`src/design/rsw_pkg.sv`:
```
// ----------------------------------------------------------------------------
// rsw_pkg
// Types and codes of the raw-socket wildcard demux unit.
// ----------------------------------------------------------------------------
package rsw_pkg;

    // Input operation codes
    typedef enum logic [1:0] {
        OP_REG     = 2'd0,
        OP_UNREG   = 2'd1,
        OP_DELIVER = 2'd2
    } t_op;

    // Result status codes
    typedef enum logic [2:0] {
        STS_REGISTERED  = 3'd0,
        STS_INVALID_KEY = 3'd1,
        STS_TABLE_FULL  = 3'd2,
        STS_REMOVED     = 3'd3,
        STS_NOT_FOUND   = 3'd4,
        STS_DELIVERED   = 3'd5,
        STS_NO_MATCH    = 3'd6
    } t_status;

    // Match classes, searched in this order
    typedef enum logic [1:0] {
        CLS_EXACT = 2'd0,
        CLS_PROTO = 2'd1,
        CLS_ADDR  = 2'd2
    } t_class;

    // Controller states
    typedef enum logic [2:0] {
        S_CLEAR = 3'd0,
        S_IDLE  = 3'd1,
        S_SCAN  = 3'd2,
        S_EVAL  = 3'd3,
        S_NEXT  = 3'd4,
        S_FINAL = 3'd5,
        S_PUSH  = 3'd6
    } t_state;

    // One binding as stored in the table memory
    typedef struct packed {
        logic        valid;
        logic [7:0]  protocol;
        logic [31:0] address;
        logic [15:0] handle;
        logic [31:0] stamp;
    } t_entry;

    // One result beat
    typedef struct packed {
        t_status     status;
        logic [15:0] handle;
        t_class      cls;
        logic        last;
    } t_result;

    // Most results one deliver item may give
    localparam logic [6:0] RESULT_CAP = 7'd64;

endpackage

```
`src/design/rsw_obuf.sv`:
```
// ----------------------------------------------------------------------------
// rsw_obuf
// Output register: holds one result beat until the sink takes it.
// ----------------------------------------------------------------------------
module rsw_obuf (
    input  logic              i_clk,
    input  logic              i_rst_n,
    input  logic              i_push,
    input  rsw_pkg::t_result  i_res,
    output logic              o_free,
    output logic              o_out_valid,
    input  logic              i_out_stall,
    output rsw_pkg::t_result  o_res
);

    logic             r_valid;
    rsw_pkg::t_result r_res;

    // slot is free when empty or draining this cycle
    assign o_free = !r_valid || !i_out_stall;

    // valid flag
    always_ff @(posedge i_clk) begin
        if (!i_rst_n) begin
            r_valid <= 1'b0;
        end else if (i_push) begin
            r_valid <= 1'b1;
        end else if (!i_out_stall) begin
            r_valid <= 1'b0;
        end
    end

    // payload
    always_ff @(posedge i_clk) begin
        if (i_push) begin
            r_res <= i_res;
        end
    end

    assign o_out_valid = r_valid;
    assign o_res       = r_res;

endmodule

```
`config.mk`:
```
export PLATFORM = sky130hd
export DESIGN_NAME = rsw_obuf
export DESIGN_NICKNAME = d
export VERILOG_FILES = /design/src/design/rsw_pkg.sv /design/src/design/rsw_obuf.sv
export SDC_FILE = /design/constraint.sdc
export NUM_CORES = 1
export LEC_CHECK = 0
export BUFFER_PORTS_ARGS = -buffer_cell sky130_fd_sc_hd__buf_2
export CORE_ASPECT_RATIO = 0.75
export CORE_UTILIZATION = 38
export DETAILED_ROUTE_END_ITERATION = 10
export PLACE_DENSITY = 0.75
export REMOVE_ABC_BUFFERS = 1
export SLEW_MARGIN = 0
export SYNTH_ARGS = -nofsm -noshare
export SYNTH_HDL_FRONTEND = slang
export SYNTH_SLANG_ARGS = --single-unit
```
`constraint.sdc`:
```
create_clock -name i_clk -period 0.8 [get_ports i_clk]
set_input_delay 0.12 -clock i_clk [delete_from_list [all_inputs] [get_ports i_clk]]
set_output_delay 0.12 -clock i_clk [all_outputs]
set_load 0.03 [all_outputs]
```
==> run_results.csv <==
group,metric,value,unit
layout,drive_above_1_share,53.92,%
timing,clock.fmax,996.9,MHz
yosys,synth_top_family_by_area,"simple AND/OR/NAND/NOR gates",
pwr,switching_share,25.46,%
timing,timing.final.max_slew_violations,0,
hold_path,hold_class,"in -> reg",
die,die_w,51.41,um
layout,final_nets,129,
yosys,synth.area.mux_share,0,%
worst_setup_path,path_delay_family,"flip-flops",
yosys,synth-xor-area-share,0,%
global_routing,grt_max_degree,24,
worst_setup_path,crit_type,"reg -> out",
yosys,synthTopCellsByArea,"edfxtp_1 95%, dfxtp_1 2.9%, nor2b_1 0.90%",
route,drc_errors,0,
timing,fin_setup_tns,-4.223,ns
yosys,yosysUniqueCellTypes,5,
pwr,seqPwrFrac,57.3,%
timing,rsz0062_at_grt,"true",
route,wire_per_inst,13.60,um
yosys,ys_ff_latch,23,
yosys,synth-adder-area-share,0,%
pwr,power,2.563,mW
timing,finClkSkew,0,ns
global_routing,antenna_found_initial,0,
timing,finalHoldViolCount,0,
yosys,yosysWarnings,0,
route,drt_iter0_drc,9,
yosys,synth_edf_count,22,
worst_setup_path,slowest_delay,0.42,ns
pwr,comb_power_share,22.5,%
layout,diodes,0,
clock_network,clk_pin_slew,0.12,ns
worst_setup_path,worstPathRequired,0.68,ns
layout,flow.area_growth_from_synthesis,99.82,%
worst_setup_path,worstPathArrival,0.88,ns
placement,dp.cells,97,
hold_path,holdPathStages,2,
run_status,status,"finished, violations left",
route,vias,530,
pwr,leakage,0.5897,nW
timing,fin_crit,1.003,ns
die,die_height,39.06,um
worst_setup_path,crit_chain,"buf_6",
yosys,synth_area,695.7,sq um
clock_network,postCtsSetupBuffers,0,
layout,stdcell_count,123,
pwr,vdd_ir_drop_max,1405,uV
yosys,yosysSeqAreaShare,97.84,%
job,maxCapViolations,0,
worst_setup_path,cp-startpoint,"o_res[13]",
clock_network,cts_buffers,3,
yosys,async_flop_share,0,%
yosys,synthSimpleGateAreaFrac,1.439,%
worst_setup_path,r2r-end,"o_out_valid",
clock_network,clock_latency,0.30,ns
run_status,violations,"setup timing",
timing,fin_hold_ws,0.05815,ns
worst_setup_path,worst-path-buf-inv,1,
yosys,synthTopCellsByCount,"22 x edfxtp_1, 1 x a21oi_1, 1 x dfxtp_1, 1 x nand2_1, 1 x nor2b_1",
timing,worst_slack,-0.2032,ns
yosys,synth_top_area_share,94.96,%
clock_network,htree_levels,1,
yosys,avgSynthCellArea,26.76,sq um
pwr,switching_power,0.6525,mW
timing,tightest_slew,0.1558,ns
worst_setup_path,r2r_setup_slack,0.10,ns
clock_network,cts_tree,"yes",
worst_setup_path,crit_path_top_delay_cell,"edfxtp_1",
yosys,synth_compound_gate_area_share,0.7194,%
worst_setup_path,worstSetupStartpointType,"flop",
worst_setup_path,rr_startpoint,"o_out_valid",
worst_setup_path,cp.depth,1,
yosys,yosysMostFrequentCell,"edfxtp_1",
placement,place.gp.congestion,0.6262,
global_routing,grt_pass1_vias,560,
yosys,synth_top_area_cell,"edfxtp_1",
die,ios,50,
yosys,synth_ff_type,"edfxtp_1",
pwr,p_int,1.911,mW
route,ant_nets,0,
worst_setup_path,endpoint,"o_res[13]",
die,die_area,0.002008,sq mm
worst_setup_path,crit_fanout,1,
route,drt_first_pass_iters,2,
global_routing,grt_pass1_wl,2394,um
route,routed_wl,1673,um
pwr,clock_power_share,20.2,%
timing,setup_viol,24,
layout,fillCellCount,74,
clock_network,cts.sinks,23,
die,core,0.001592,sq mm
clock_network,clk_path_buf_depth,2,
timing,slew_headroom,89.61,%
die,rows,12,
worst_setup_path,reg2regPathDepth,2,
global_routing,grt_use_total,18.53,%
pwr,powerDensity,1844,mW/mm^2
route,viasPerCell,4.309,
yosys,synthCells,26,
timing,fin_crit_sh,125.4,%
placement,place_worst_setup_slack,0.1057,ns
placement,portBuffers,49,
die,start_util,43.71,%
worst_setup_path,critical_path.endpoint_type,"output pin",
clock_network,cts_root_buf,"clkbuf_4",
global_routing,overflow,0,
==> worst min-delay path by stage <==
stage	from	endpoint	slack [ns]
6_report	i_rst_n	o_out_valid	0.06
5_1_grt	i_rst_n	o_out_valid	0.03
4_1_cts	i_res[7]	o_res[7]	0.0005
3_5_place_dp	i_res[17]	o_res[17]	0.30
3_3_place_gp	i_res[8]	o_res[8]	0.30
2_1_floorplan	i_res[0]	o_res[0]	0.22
==> cell usage in the layout (no fill, tap or decap), drive strengths merged <==
master        n
nor2b         1
clkbuf        4
nand2         1
buf          50
a21oi         1
edfxtp       22
dfxtp         1
dlygate4sd3  22
==> sequential cells by signal, indices dropped and copies added, names as in the netlist <==
| name | flops |
|---|---|
| o_res | 22 |
| o_out_valid | 1 |
==> layer usage <==
layer	track usage (%)	routed length [um]
met3	4.706	119
met5	0	0
met2	35.39	871
met4	7.432	13
met1	19.90	668
==> logic make-up after synthesis <==
| logic type | Yosys count |
|---|---|
| AND/OR/NAND/NOR | 2 |
| flip-flops | 23 |
| AO/OA/AOI/OAI | 1 |
==> metrics by stage <==
stage          utilization (%)  instance area, sq um
2_1_floorplan                -                 695.7
3_3_place_gp             62.03                 987.2
3_5_place_dp             62.03                 987.2
4_1_cts                  86.40                  1375
5_1_grt                  87.34                  1390
6_report                 87.34                  1390
==> timing repair <==
action                                 CTS  global route
resized for setup                       49             2
hold buffers                            21             1
setup endpoints to repair               24            24
endpoints found under the hold margin   21             1
==> power by group through the flow <==
stage	logic [mW]	clock network (mW)	registers, mW
final	0.577	0.516	1.47
after global routing	0.602	0.578	1.48
after CTS	0.566	0.514	1.47
after detailed placement	0.380	0	1.47
after global placement	0.376	0	1.47
after floorplan	0.00935	0	1.67
==> cell type report <==
| class | count | area [sq um] | share of cell area [%] |
|---|---|---|---|
| repair buffers | 72 | 635.6 | 45.72 |
| clock buffers | 4 | 26.28 | 1.890 |
| well taps | 21 | 26.28 | 1.890 |
| multi-input cells | 3 | 17.52 | 1.260 |
| flip-flops and latches | 23 | 684.4 | 49.24 |
No activity file was read; power rests on OpenSTA's default activity.
