===== src/design/rsw_pkg.sv =====
// ----------------------------------------------------------------------------
// rsw_pkg
// Types and codes of the raw-socket wildcard demux unit.
// ----------------------------------------------------------------------------
package rsw_pkg;

    // Input operation codes
    typedef enum logic [1:0] {
        OP_REG     = 2'd0,
        OP_UNREG   = 2'd1,
        OP_DELIVER = 2'd2
    } t_op;

    // Result status codes
    typedef enum logic [2:0] {
        STS_REGISTERED  = 3'd0,
        STS_INVALID_KEY = 3'd1,
        STS_TABLE_FULL  = 3'd2,
        STS_REMOVED     = 3'd3,
        STS_NOT_FOUND   = 3'd4,
        STS_DELIVERED   = 3'd5,
        STS_NO_MATCH    = 3'd6
    } t_status;

    // Match classes, searched in this order
    typedef enum logic [1:0] {
        CLS_EXACT = 2'd0,
        CLS_PROTO = 2'd1,
        CLS_ADDR  = 2'd2
    } t_class;

    // Controller states
    typedef enum logic [2:0] {
        S_CLEAR = 3'd0,
        S_IDLE  = 3'd1,
        S_SCAN  = 3'd2,
        S_EVAL  = 3'd3,
        S_NEXT  = 3'd4,
        S_FINAL = 3'd5,
        S_PUSH  = 3'd6
    } t_state;

    // One binding as stored in the table memory
    typedef struct packed {
        logic        valid;
        logic [7:0]  protocol;
        logic [31:0] address;
        logic [15:0] handle;
        logic [31:0] stamp;
    } t_entry;

    // One result beat
    typedef struct packed {
        t_status     status;
        logic [15:0] handle;
        t_class      cls;
        logic        last;
    } t_result;

    // Most results one deliver item may give
    localparam logic [6:0] RESULT_CAP = 7'd64;

endpackage


===== src/design/rsw_ctrl.sv =====
// ----------------------------------------------------------------------------
// rsw_ctrl
// Sequencer: scans the binding table, picks the newest match, updates the
// table and hands result beats to the output register.
// ----------------------------------------------------------------------------
module rsw_ctrl #(
    parameter int SOCKETS = 64,
    parameter int IW      = 6,
    parameter int CW      = 7
) (
    input  logic              i_clk,
    input  logic              i_rst_n,
    // input channel
    input  logic              i_in_valid,
    output logic              o_in_stall,
    input  logic [1:0]        i_op,
    input  logic [7:0]        i_protocol,
    input  logic [31:0]       i_address,
    input  logic [15:0]       i_socket_handle,
    // table memory
    output logic              o_we,
    output logic [IW-1:0]     o_waddr,
    output rsw_pkg::t_entry   o_wdata,
    output logic              o_re,
    output logic [IW-1:0]     o_raddr,
    input  rsw_pkg::t_entry   i_rdata,
    // output register
    output logic              o_push,
    output rsw_pkg::t_result  o_res,
    input  logic              i_free
);

    localparam logic [CW-1:0] LAST_IDX = CW'(SOCKETS - 1);
    localparam logic [CW-1:0] END_IDX  = CW'(SOCKETS);

    // single-beat result with no handle
    function automatic rsw_pkg::t_result single(input rsw_pkg::t_status st);
        rsw_pkg::t_result res;
        res.status = st;
        res.handle = 16'd0;
        res.cls    = rsw_pkg::CLS_EXACT;
        res.last   = 1'b1;
        return res;
    endfunction

    rsw_pkg::t_state  r_state, n_state;
    rsw_pkg::t_state  r_ret, n_ret;
    logic [CW-1:0]    r_idx, n_idx;
    rsw_pkg::t_op     r_op, n_op;
    logic [7:0]       r_prot, n_prot;
    logic [31:0]      r_addr, n_addr;
    logic [15:0]      r_hdl, n_hdl;
    rsw_pkg::t_class  r_class, n_class;
    logic             r_first, n_first;
    logic [31:0]      r_last_age, n_last_age;
    logic [6:0]       r_cnt, n_cnt;
    logic             r_have_held, n_have_held;
    logic [15:0]      r_held_hdl, n_held_hdl;
    rsw_pkg::t_class  r_held_cls, n_held_cls;
    rsw_pkg::t_result r_push_res, n_push_res;
    logic [31:0]      r_counter, n_counter;
    logic [CW-1:0]    r_live, n_live;

    // scan pipeline
    logic             r_pend;
    logic [IW-1:0]    r_pend_idx;
    logic             r_s_valid;
    logic             r_s_match;
    logic [31:0]      r_s_age;
    logic [IW-1:0]    r_s_idx;
    logic [15:0]      r_s_hdl;
    logic             r_found;
    logic [31:0]      r_best_age;
    logic [IW-1:0]    r_best_idx;
    logic [15:0]      r_best_hdl;

    logic             scan_start;
    logic             rd_en;
    logic [7:0]       key_prot;
    logic [31:0]      key_addr;
    logic [31:0]      rd_age;
    logic             rd_match;
    rsw_pkg::t_entry  new_entry;

    assign o_in_stall = (r_state != rsw_pkg::S_IDLE);
    assign rd_en      = (r_state == rsw_pkg::S_SCAN) && (r_idx != END_IDX);
    assign o_re       = rd_en;
    assign o_raddr    = r_idx[IW-1:0];
    assign o_res      = r_push_res;

    // key of the class being searched
    assign key_prot = (r_class == rsw_pkg::CLS_ADDR)  ? 8'd0  : r_prot;
    assign key_addr = (r_class == rsw_pkg::CLS_PROTO) ? 32'd0 : r_addr;

    // stage 1: age and match of the entry just read
    assign rd_age = r_counter - i_rdata.stamp;
    always_comb begin
        case (r_op)
            rsw_pkg::OP_REG: begin
                rd_match = !i_rdata.valid;
            end
            rsw_pkg::OP_UNREG: begin
                rd_match = i_rdata.valid && (i_rdata.protocol == r_prot) &&
                           (i_rdata.address == r_addr) && (i_rdata.handle == r_hdl);
            end
            rsw_pkg::OP_DELIVER: begin
                rd_match = i_rdata.valid && (i_rdata.protocol == key_prot) &&
                           (i_rdata.address == key_addr) &&
                           (r_first || (rd_age > r_last_age));
            end
            default: begin
                rd_match = 1'b0;
            end
        endcase
    end

    // scan pipeline registers
    always_ff @(posedge i_clk) begin
        if (!i_rst_n) begin
            r_pend    <= 1'b0;
            r_s_valid <= 1'b0;
            r_found   <= 1'b0;
        end else begin
            r_pend    <= rd_en;
            r_s_valid <= r_pend;
            // stage 2: keep the first free slot, or the newest match
            if (scan_start) begin
                r_found <= 1'b0;
            end else if (r_s_valid && r_s_match &&
                         (!r_found || ((r_op != rsw_pkg::OP_REG) &&
                                       (r_s_age < r_best_age)))) begin
                r_found <= 1'b1;
            end
        end
    end

    always_ff @(posedge i_clk) begin
        r_pend_idx <= r_idx[IW-1:0];
        r_s_match  <= rd_match;
        r_s_age    <= rd_age;
        r_s_idx    <= r_pend_idx;
        r_s_hdl    <= i_rdata.handle;
        if (r_s_valid && r_s_match &&
            (!r_found || ((r_op != rsw_pkg::OP_REG) && (r_s_age < r_best_age)))) begin
            r_best_age <= r_s_age;
            r_best_idx <= r_s_idx;
            r_best_hdl <= r_s_hdl;
        end
    end

    // entry written by a register item
    always_comb begin
        new_entry.valid    = 1'b1;
        new_entry.protocol = r_prot;
        new_entry.address  = r_addr;
        new_entry.handle   = r_hdl;
        new_entry.stamp    = r_counter;
    end

    // next state and outputs
    always_comb begin
        n_state     = r_state;
        n_ret       = r_ret;
        n_idx       = r_idx;
        n_op        = r_op;
        n_prot      = r_prot;
        n_addr      = r_addr;
        n_hdl       = r_hdl;
        n_class     = r_class;
        n_first     = r_first;
        n_last_age  = r_last_age;
        n_cnt       = r_cnt;
        n_have_held = r_have_held;
        n_held_hdl  = r_held_hdl;
        n_held_cls  = r_held_cls;
        n_push_res  = r_push_res;
        n_counter   = r_counter;
        n_live      = r_live;
        scan_start  = 1'b0;
        o_we        = 1'b0;
        o_waddr     = r_best_idx;
        o_wdata     = '0;
        o_push      = 1'b0;
        case (r_state)
            // sweep invalid entries into the table after reset
            rsw_pkg::S_CLEAR: begin
                o_we    = 1'b1;
                o_waddr = r_idx[IW-1:0];
                n_idx   = r_idx + 1'b1;
                if (r_idx == LAST_IDX) begin
                    n_state = rsw_pkg::S_IDLE;
                end
            end
            // take an item
            rsw_pkg::S_IDLE: begin
                if (i_in_valid) begin
                    n_op        = rsw_pkg::t_op'(i_op);
                    n_prot      = i_protocol;
                    n_addr      = i_address;
                    n_hdl       = i_socket_handle;
                    n_class     = rsw_pkg::CLS_EXACT;
                    n_first     = 1'b1;
                    n_cnt       = 7'd0;
                    n_have_held = 1'b0;
                    n_ret       = rsw_pkg::S_IDLE;
                    case (rsw_pkg::t_op'(i_op))
                        rsw_pkg::OP_REG: begin
                            if ((i_protocol == 8'd0) && (i_address == 32'd0)) begin
                                n_push_res = single(rsw_pkg::STS_INVALID_KEY);
                                n_state    = rsw_pkg::S_PUSH;
                            end else if (r_live == END_IDX) begin
                                n_push_res = single(rsw_pkg::STS_TABLE_FULL);
                                n_state    = rsw_pkg::S_PUSH;
                            end else begin
                                n_idx      = '0;
                                scan_start = 1'b1;
                                n_state    = rsw_pkg::S_SCAN;
                            end
                        end
                        rsw_pkg::OP_UNREG, rsw_pkg::OP_DELIVER: begin
                            n_idx      = '0;
                            scan_start = 1'b1;
                            n_state    = rsw_pkg::S_SCAN;
                        end
                        default: begin
                        end
                    endcase
                end
            end
            // one entry read per cycle, then drain the pipeline
            rsw_pkg::S_SCAN: begin
                if (r_idx != END_IDX) begin
                    n_idx = r_idx + 1'b1;
                end else if (!r_pend && !r_s_valid) begin
                    n_state = rsw_pkg::S_EVAL;
                end
            end
            // act on the scan outcome
            rsw_pkg::S_EVAL: begin
                n_ret = rsw_pkg::S_IDLE;
                case (r_op)
                    rsw_pkg::OP_REG: begin
                        o_we       = 1'b1;
                        o_wdata    = new_entry;
                        n_counter  = r_counter + 32'd1;
                        n_live     = r_live + 1'b1;
                        n_push_res = single(rsw_pkg::STS_REGISTERED);
                        n_state    = rsw_pkg::S_PUSH;
                    end
                    rsw_pkg::OP_UNREG: begin
                        if (r_found) begin
                            o_we       = 1'b1;
                            n_live     = r_live - 1'b1;
                            n_push_res = single(rsw_pkg::STS_REMOVED);
                        end else begin
                            n_push_res = single(rsw_pkg::STS_NOT_FOUND);
                        end
                        n_state = rsw_pkg::S_PUSH;
                    end
                    rsw_pkg::OP_DELIVER: begin
                        if (r_found) begin
                            // hold the new match until we know whether it is last
                            n_cnt       = r_cnt + 7'd1;
                            n_last_age  = r_best_age;
                            n_first     = 1'b0;
                            n_have_held = 1'b1;
                            n_held_hdl  = r_best_hdl;
                            n_held_cls  = r_class;
                            if (r_have_held) begin
                                n_push_res.status = rsw_pkg::STS_DELIVERED;
                                n_push_res.handle = r_held_hdl;
                                n_push_res.cls    = r_held_cls;
                                n_push_res.last   = 1'b0;
                                n_ret             = rsw_pkg::S_NEXT;
                                n_state           = rsw_pkg::S_PUSH;
                            end else begin
                                n_state = rsw_pkg::S_NEXT;
                            end
                        end else if (r_class == rsw_pkg::CLS_ADDR) begin
                            n_state = rsw_pkg::S_FINAL;
                        end else begin
                            n_class = (r_class == rsw_pkg::CLS_EXACT) ?
                                      rsw_pkg::CLS_PROTO : rsw_pkg::CLS_ADDR;
                            n_first = 1'b1;
                            n_state = rsw_pkg::S_NEXT;
                        end
                    end
                    default: begin
                        n_state = rsw_pkg::S_IDLE;
                    end
                endcase
            end
            // rescan unless the result cap is reached
            rsw_pkg::S_NEXT: begin
                if (r_cnt == rsw_pkg::RESULT_CAP) begin
                    n_state = rsw_pkg::S_FINAL;
                end else begin
                    n_idx      = '0;
                    scan_start = 1'b1;
                    n_state    = rsw_pkg::S_SCAN;
                end
            end
            // closing beat of a deliver item
            rsw_pkg::S_FINAL: begin
                if (r_have_held) begin
                    n_push_res.status = rsw_pkg::STS_DELIVERED;
                    n_push_res.handle = r_held_hdl;
                    n_push_res.cls    = r_held_cls;
                    n_push_res.last   = 1'b1;
                end else begin
                    n_push_res = single(rsw_pkg::STS_NO_MATCH);
                end
                n_ret   = rsw_pkg::S_IDLE;
                n_state = rsw_pkg::S_PUSH;
            end
            // hand a beat to the output register
            rsw_pkg::S_PUSH: begin
                if (i_free) begin
                    o_push  = 1'b1;
                    n_state = r_ret;
                end
            end
            default: begin
                n_state = rsw_pkg::S_IDLE;
            end
        endcase
    end

    // control registers
    always_ff @(posedge i_clk) begin
        if (!i_rst_n) begin
            r_state     <= rsw_pkg::S_CLEAR;
            r_ret       <= rsw_pkg::S_IDLE;
            r_idx       <= '0;
            r_op        <= rsw_pkg::OP_REG;
            r_class     <= rsw_pkg::CLS_EXACT;
            r_first     <= 1'b1;
            r_cnt       <= 7'd0;
            r_have_held <= 1'b0;
            r_counter   <= 32'd0;
            r_live      <= '0;
        end else begin
            r_state     <= n_state;
            r_ret       <= n_ret;
            r_idx       <= n_idx;
            r_op        <= n_op;
            r_class     <= n_class;
            r_first     <= n_first;
            r_cnt       <= n_cnt;
            r_have_held <= n_have_held;
            r_counter   <= n_counter;
            r_live      <= n_live;
        end
    end

    // payload registers
    always_ff @(posedge i_clk) begin
        r_prot     <= n_prot;
        r_addr     <= n_addr;
        r_hdl      <= n_hdl;
        r_last_age <= n_last_age;
        r_held_hdl <= n_held_hdl;
        r_held_cls <= n_held_cls;
        r_push_res <= n_push_res;
    end

endmodule


===== config.mk =====
export PLATFORM = sky130hd
export DESIGN_NAME = rsw_ctrl
export DESIGN_NICKNAME = d
export VERILOG_FILES = /design/src/design/rsw_pkg.sv /design/src/design/rsw_ctrl.sv
export SDC_FILE = /design/constraint.sdc
export NUM_CORES = 1
export LEC_CHECK = 0
export BUFFER_PORTS_ARGS = -buffer_cell sky130_fd_sc_hd__buf_2
export CORE_MARGIN = 1
export CORE_UTILIZATION = 45
export DETAILED_ROUTE_END_ITERATION = 7
export GPL_ROUTABILITY_DRIVEN = 0
export PLACE_DENSITY = 0.69
export RECOVER_POWER = 50
export SLEW_MARGIN = 0
export SYNTH_ARGS = -nofsm -noshare
export SYNTH_HDL_FRONTEND = slang
export SYNTH_SLANG_ARGS = --single-unit

===== constraint.sdc =====
create_clock -name i_clk -period 4.07 [get_ports i_clk]
set_clock_uncertainty 0.1 [all_clocks]
set_input_delay 0.814 -clock i_clk [delete_from_list [all_inputs] [get_ports i_clk]]
set_output_delay 0.814 -clock i_clk [all_outputs]
set_load 0.01 [all_outputs]

==> results.ini <==
[hold_path]
hp-class=reg2reg
hp-start=r_pend_idx[0]

[floorplanning]
start_util_pct=45.93
die_area_mm2=0.03514
die_h_um=187.5
ioPinCount=278
rows=67
core_mm2=0.03370
die_width_um=187.5

[power_and_ir_drop]
powerDensity_mw_per_mm2=368.8
p_leak_nw=8.573
power_switching_mw=1.504
comb_power_share_pct=5.0
clockPowerShare_pct=47.3
internal_power_mw=5.543
ir_drop_v=0.0003853
sw_frac_of_total_pct=21.35
p_seq_share_pct=47.7

[yosys]
yosys.area_share.adder_pct=9.223
muxShareOfSynthArea_pct=0.6790
synth_compound_area_share_pct=11.82
yosys-top-cells-area=edfxtp_1, dfxtp_1, ha_1, and2_1, inv_1
ys_types=78
synth_warnings=0
synth_seq_cells=310
syn_nets=1720
synthSimpleGateAreaFrac_pct=17.44
synth_edf_count=182
syn_inst=1457
synthArstFlopShare_pct=0
synth_flop_cell=edfxtp_1
syn-cell-area_mm2=0.01548
yosysSeqAreaShare_pct=51.86
synth_top_family_by_area=simple AND/OR/NAND/NOR gates
synth_top_cell_area_share_pct=35.31
synth_xor_area_share_pct=3.961
syn_avg_cell_area_um2=10.62
yosysTopAreaCell=edfxtp_1

[placement]
post_dp_cell_area_mm2=0.01785
dpl.hpwl_mm=31.12
io_buffers=277

[route]
routedWlPerCell_um=17.79
viasPerCell=5.291
dr.first_iter.drc_count=729
vias=12122
totalWireLength_mm=40.77
dr.pass1.iters=5
ant_nets=0
drc=0

[grt]
grt_use_total_pct=22.98
grt_max_degree=92
grt_pass1_vias=12068
antenna_found_initial=2
grt_pass1_wl_mm=63.84
overflow=0

[cells_and_area]
synthToLayoutAreaGrowth_pct=23.43
nFillCells=2970
final_util_pct=56.69
drive_above_1_share_pct=21.55
fin_area_mm2=0.01911
nets=2077

[critical_path]
cp-end-kind=flip-flop
worst_setup_path_start_kind=input pin
cp.arrival_ns=4.24
worstPathMaxFanout=3
critical_path_class=in2reg
crit_required_ns=4.35
r2r_start=r_counter[0]
cp-startpoint=i_rdata[1]

[sta]
slew_violations=0
setup_viol=0
slew_headroom_pct=2.131
timing.final.crit_share_pct=97.24
final.min_clock_period_ns=3.958
fmax_mhz=252.7
final-hold-violation-count=0
rsz0062_at_grt=yes
worstMarginPinSlew_ns=1.468

[cts]
clk_latency_ns=0.52
hold_buffers=0
cts_root_buf=clkbuf_16
h-tree-depth=2
cts_tree=yes
cts.sinks=310
cts_max_path_buffers=3
cts_buffers=36
cts.reportedPaths.clkPinSlew_ns=0.06

[flow_run]
drv_cap=0

[status]
status=finished clean

## placed cells by master (no fill, tap or decap), drive strengths merged, types with 49 or more instances in the layout
cell,n
nor2,49
ha,110
dfxtp,128
clkbuf,103
edfxtp,182
a21oi,54
inv,165
buf,301
nand2,87
and2,141
o21ai,56
## logic make-up after synthesis
group	count (synthesis)
multiplexers	10
adder cells (fa/ha/maj)	113
AND/OR/NAND/NOR	484
AO/OA/AOI/OAI	270
buffers and inverters	200
XOR/XNOR	70
flip-flops	310
## layout make-up
class                   count  area [um2]  share of cell area (%)
repair buffers            356        1924                   10.07
well taps                 448       560.5                   2.934
clock inverters            18       239.0                   1.251
multi-input cells         947        6753                   35.34
inverters                 163       611.8                   3.202
diodes                      1       2.502                 0.01310
clock buffers              48       987.2                   5.167
flip-flops and latches    310        8028                   42.02
## path summary, 6_finish.rpt
check	slack (ns)	to	depth (start not counted)
worst max-delay path	0.11	r_s_match	19
worst min-delay path	0.23	r_s_idx[0]	0
worst max register to register	0.14	r_s_match	19
worst min register to register	0.23	r_s_idx[0]	0
## worst max-delay path, stage by stage
cell,delay [ns]
buf_2,0.09
inv_2,0.04
ha_1,0.28
nor2b_1,0.15
o31a_1,0.26
o31a_1,0.28
buf_4,0.17
a211oi_2,0.24
o21bai_1,0.11
a21oi_1,0.23
xnor2_1,0.18
ha_1,0.29
a21o_1,0.16
a21o_1,0.16
a21oi_1,0.12
o21ai_0,0.09
a21o_1,0.17
a221oi_2,0.30
o41ai_2,0.09
## flip-flops by register name (all words and copies together), names as in the netlist, 3 cells and up
name / count
o_res: 22
r_addr: 32
r_best_age: 32
r_best_hdl: 16
r_best_idx: 6
r_cnt: 7
r_counter: 32
r_hdl: 16
r_held_hdl: 16
r_idx: 7
r_last_age: 32
r_live: 7
r_pend_idx: 6
r_prot: 8
r_s_age: 32
r_s_hdl: 16
r_s_idx: 6
r_state: 3
## per-layer routing
layer	up-vias	wire (um)	global-route usage (%)
met1	5743	17670	29.57
met4	2	908	5.597
li1	5898	-	-
met3	79	2780	5.591
met5	-	17	0
met2	400	19390	38.79
## repair_timing
item,4_1_cts,5_1_grt
endpoints found under the setup margin,1,1
pin swaps,14,13
buffers inserted,4,2
resized for setup,6,9
## cell usage after synthesis (9+ instances only)
| cell type | number |
|---|---|
| edfxtp_1 | 182 |
| inv_1 | 162 |
| and2_1 | 139 |
| dfxtp_1 | 128 |
| ha_1 | 110 |
| nand2_1 | 86 |
| a21oi_1 | 54 |
| o21ai_0 | 54 |
| nor2_1 | 48 |
| xnor2_1 | 47 |
| nor2b_1 | 39 |
| a21o_1 | 37 |
| nand3_1 | 36 |
| clkbuf_1 | 27 |
| nor4_1 | 26 |
| nand4_1 | 25 |
| xor2_1 | 23 |
| nor3_1 | 21 |
| a21boi_0 | 18 |
| or3_1 | 13 |
| o22ai_1 | 12 |
| and3_1 | 11 |
| nand2b_1 | 9 |
## metrics by stage
| step | TNS (ns) | hold WS, ns | total power [mW] | cells | setup slack [ns] |
|---|---|---|---|---|---|
| global placement | -0.3752 | 0.2106 | 3.769 | 2218 | -0.3752 |
| detailed placement | -0.5260 | 0.2121 | 3.779 | 2218 | -0.5260 |
| floorplan | 0 | 0.2096 | 3.596 | 1457 | 0.004686 |
| finish | 0 | 0.2259 | 7.047 | 2291 | 0.1124 |
| global route | -0.06571 | 0.2351 | 7.284 | 2291 | -0.06571 |
| CTS | 0 | 0.2255 | 7.129 | 2288 | 0.02087 |
## power groups by stage
stage	logic [mW]	registers (mW)	clock network [mW]
2_1_floorplan	0.178	3.42	0
3_3_place_gp	0.342	3.43	0
3_5_place_dp	0.351	3.43	0
4_1_cts	0.357	3.36	3.41
5_1_grt	0.393	3.36	3.53
6_report	0.354	3.36	3.33
Note: power is estimated with default switching activity, not from simulation.
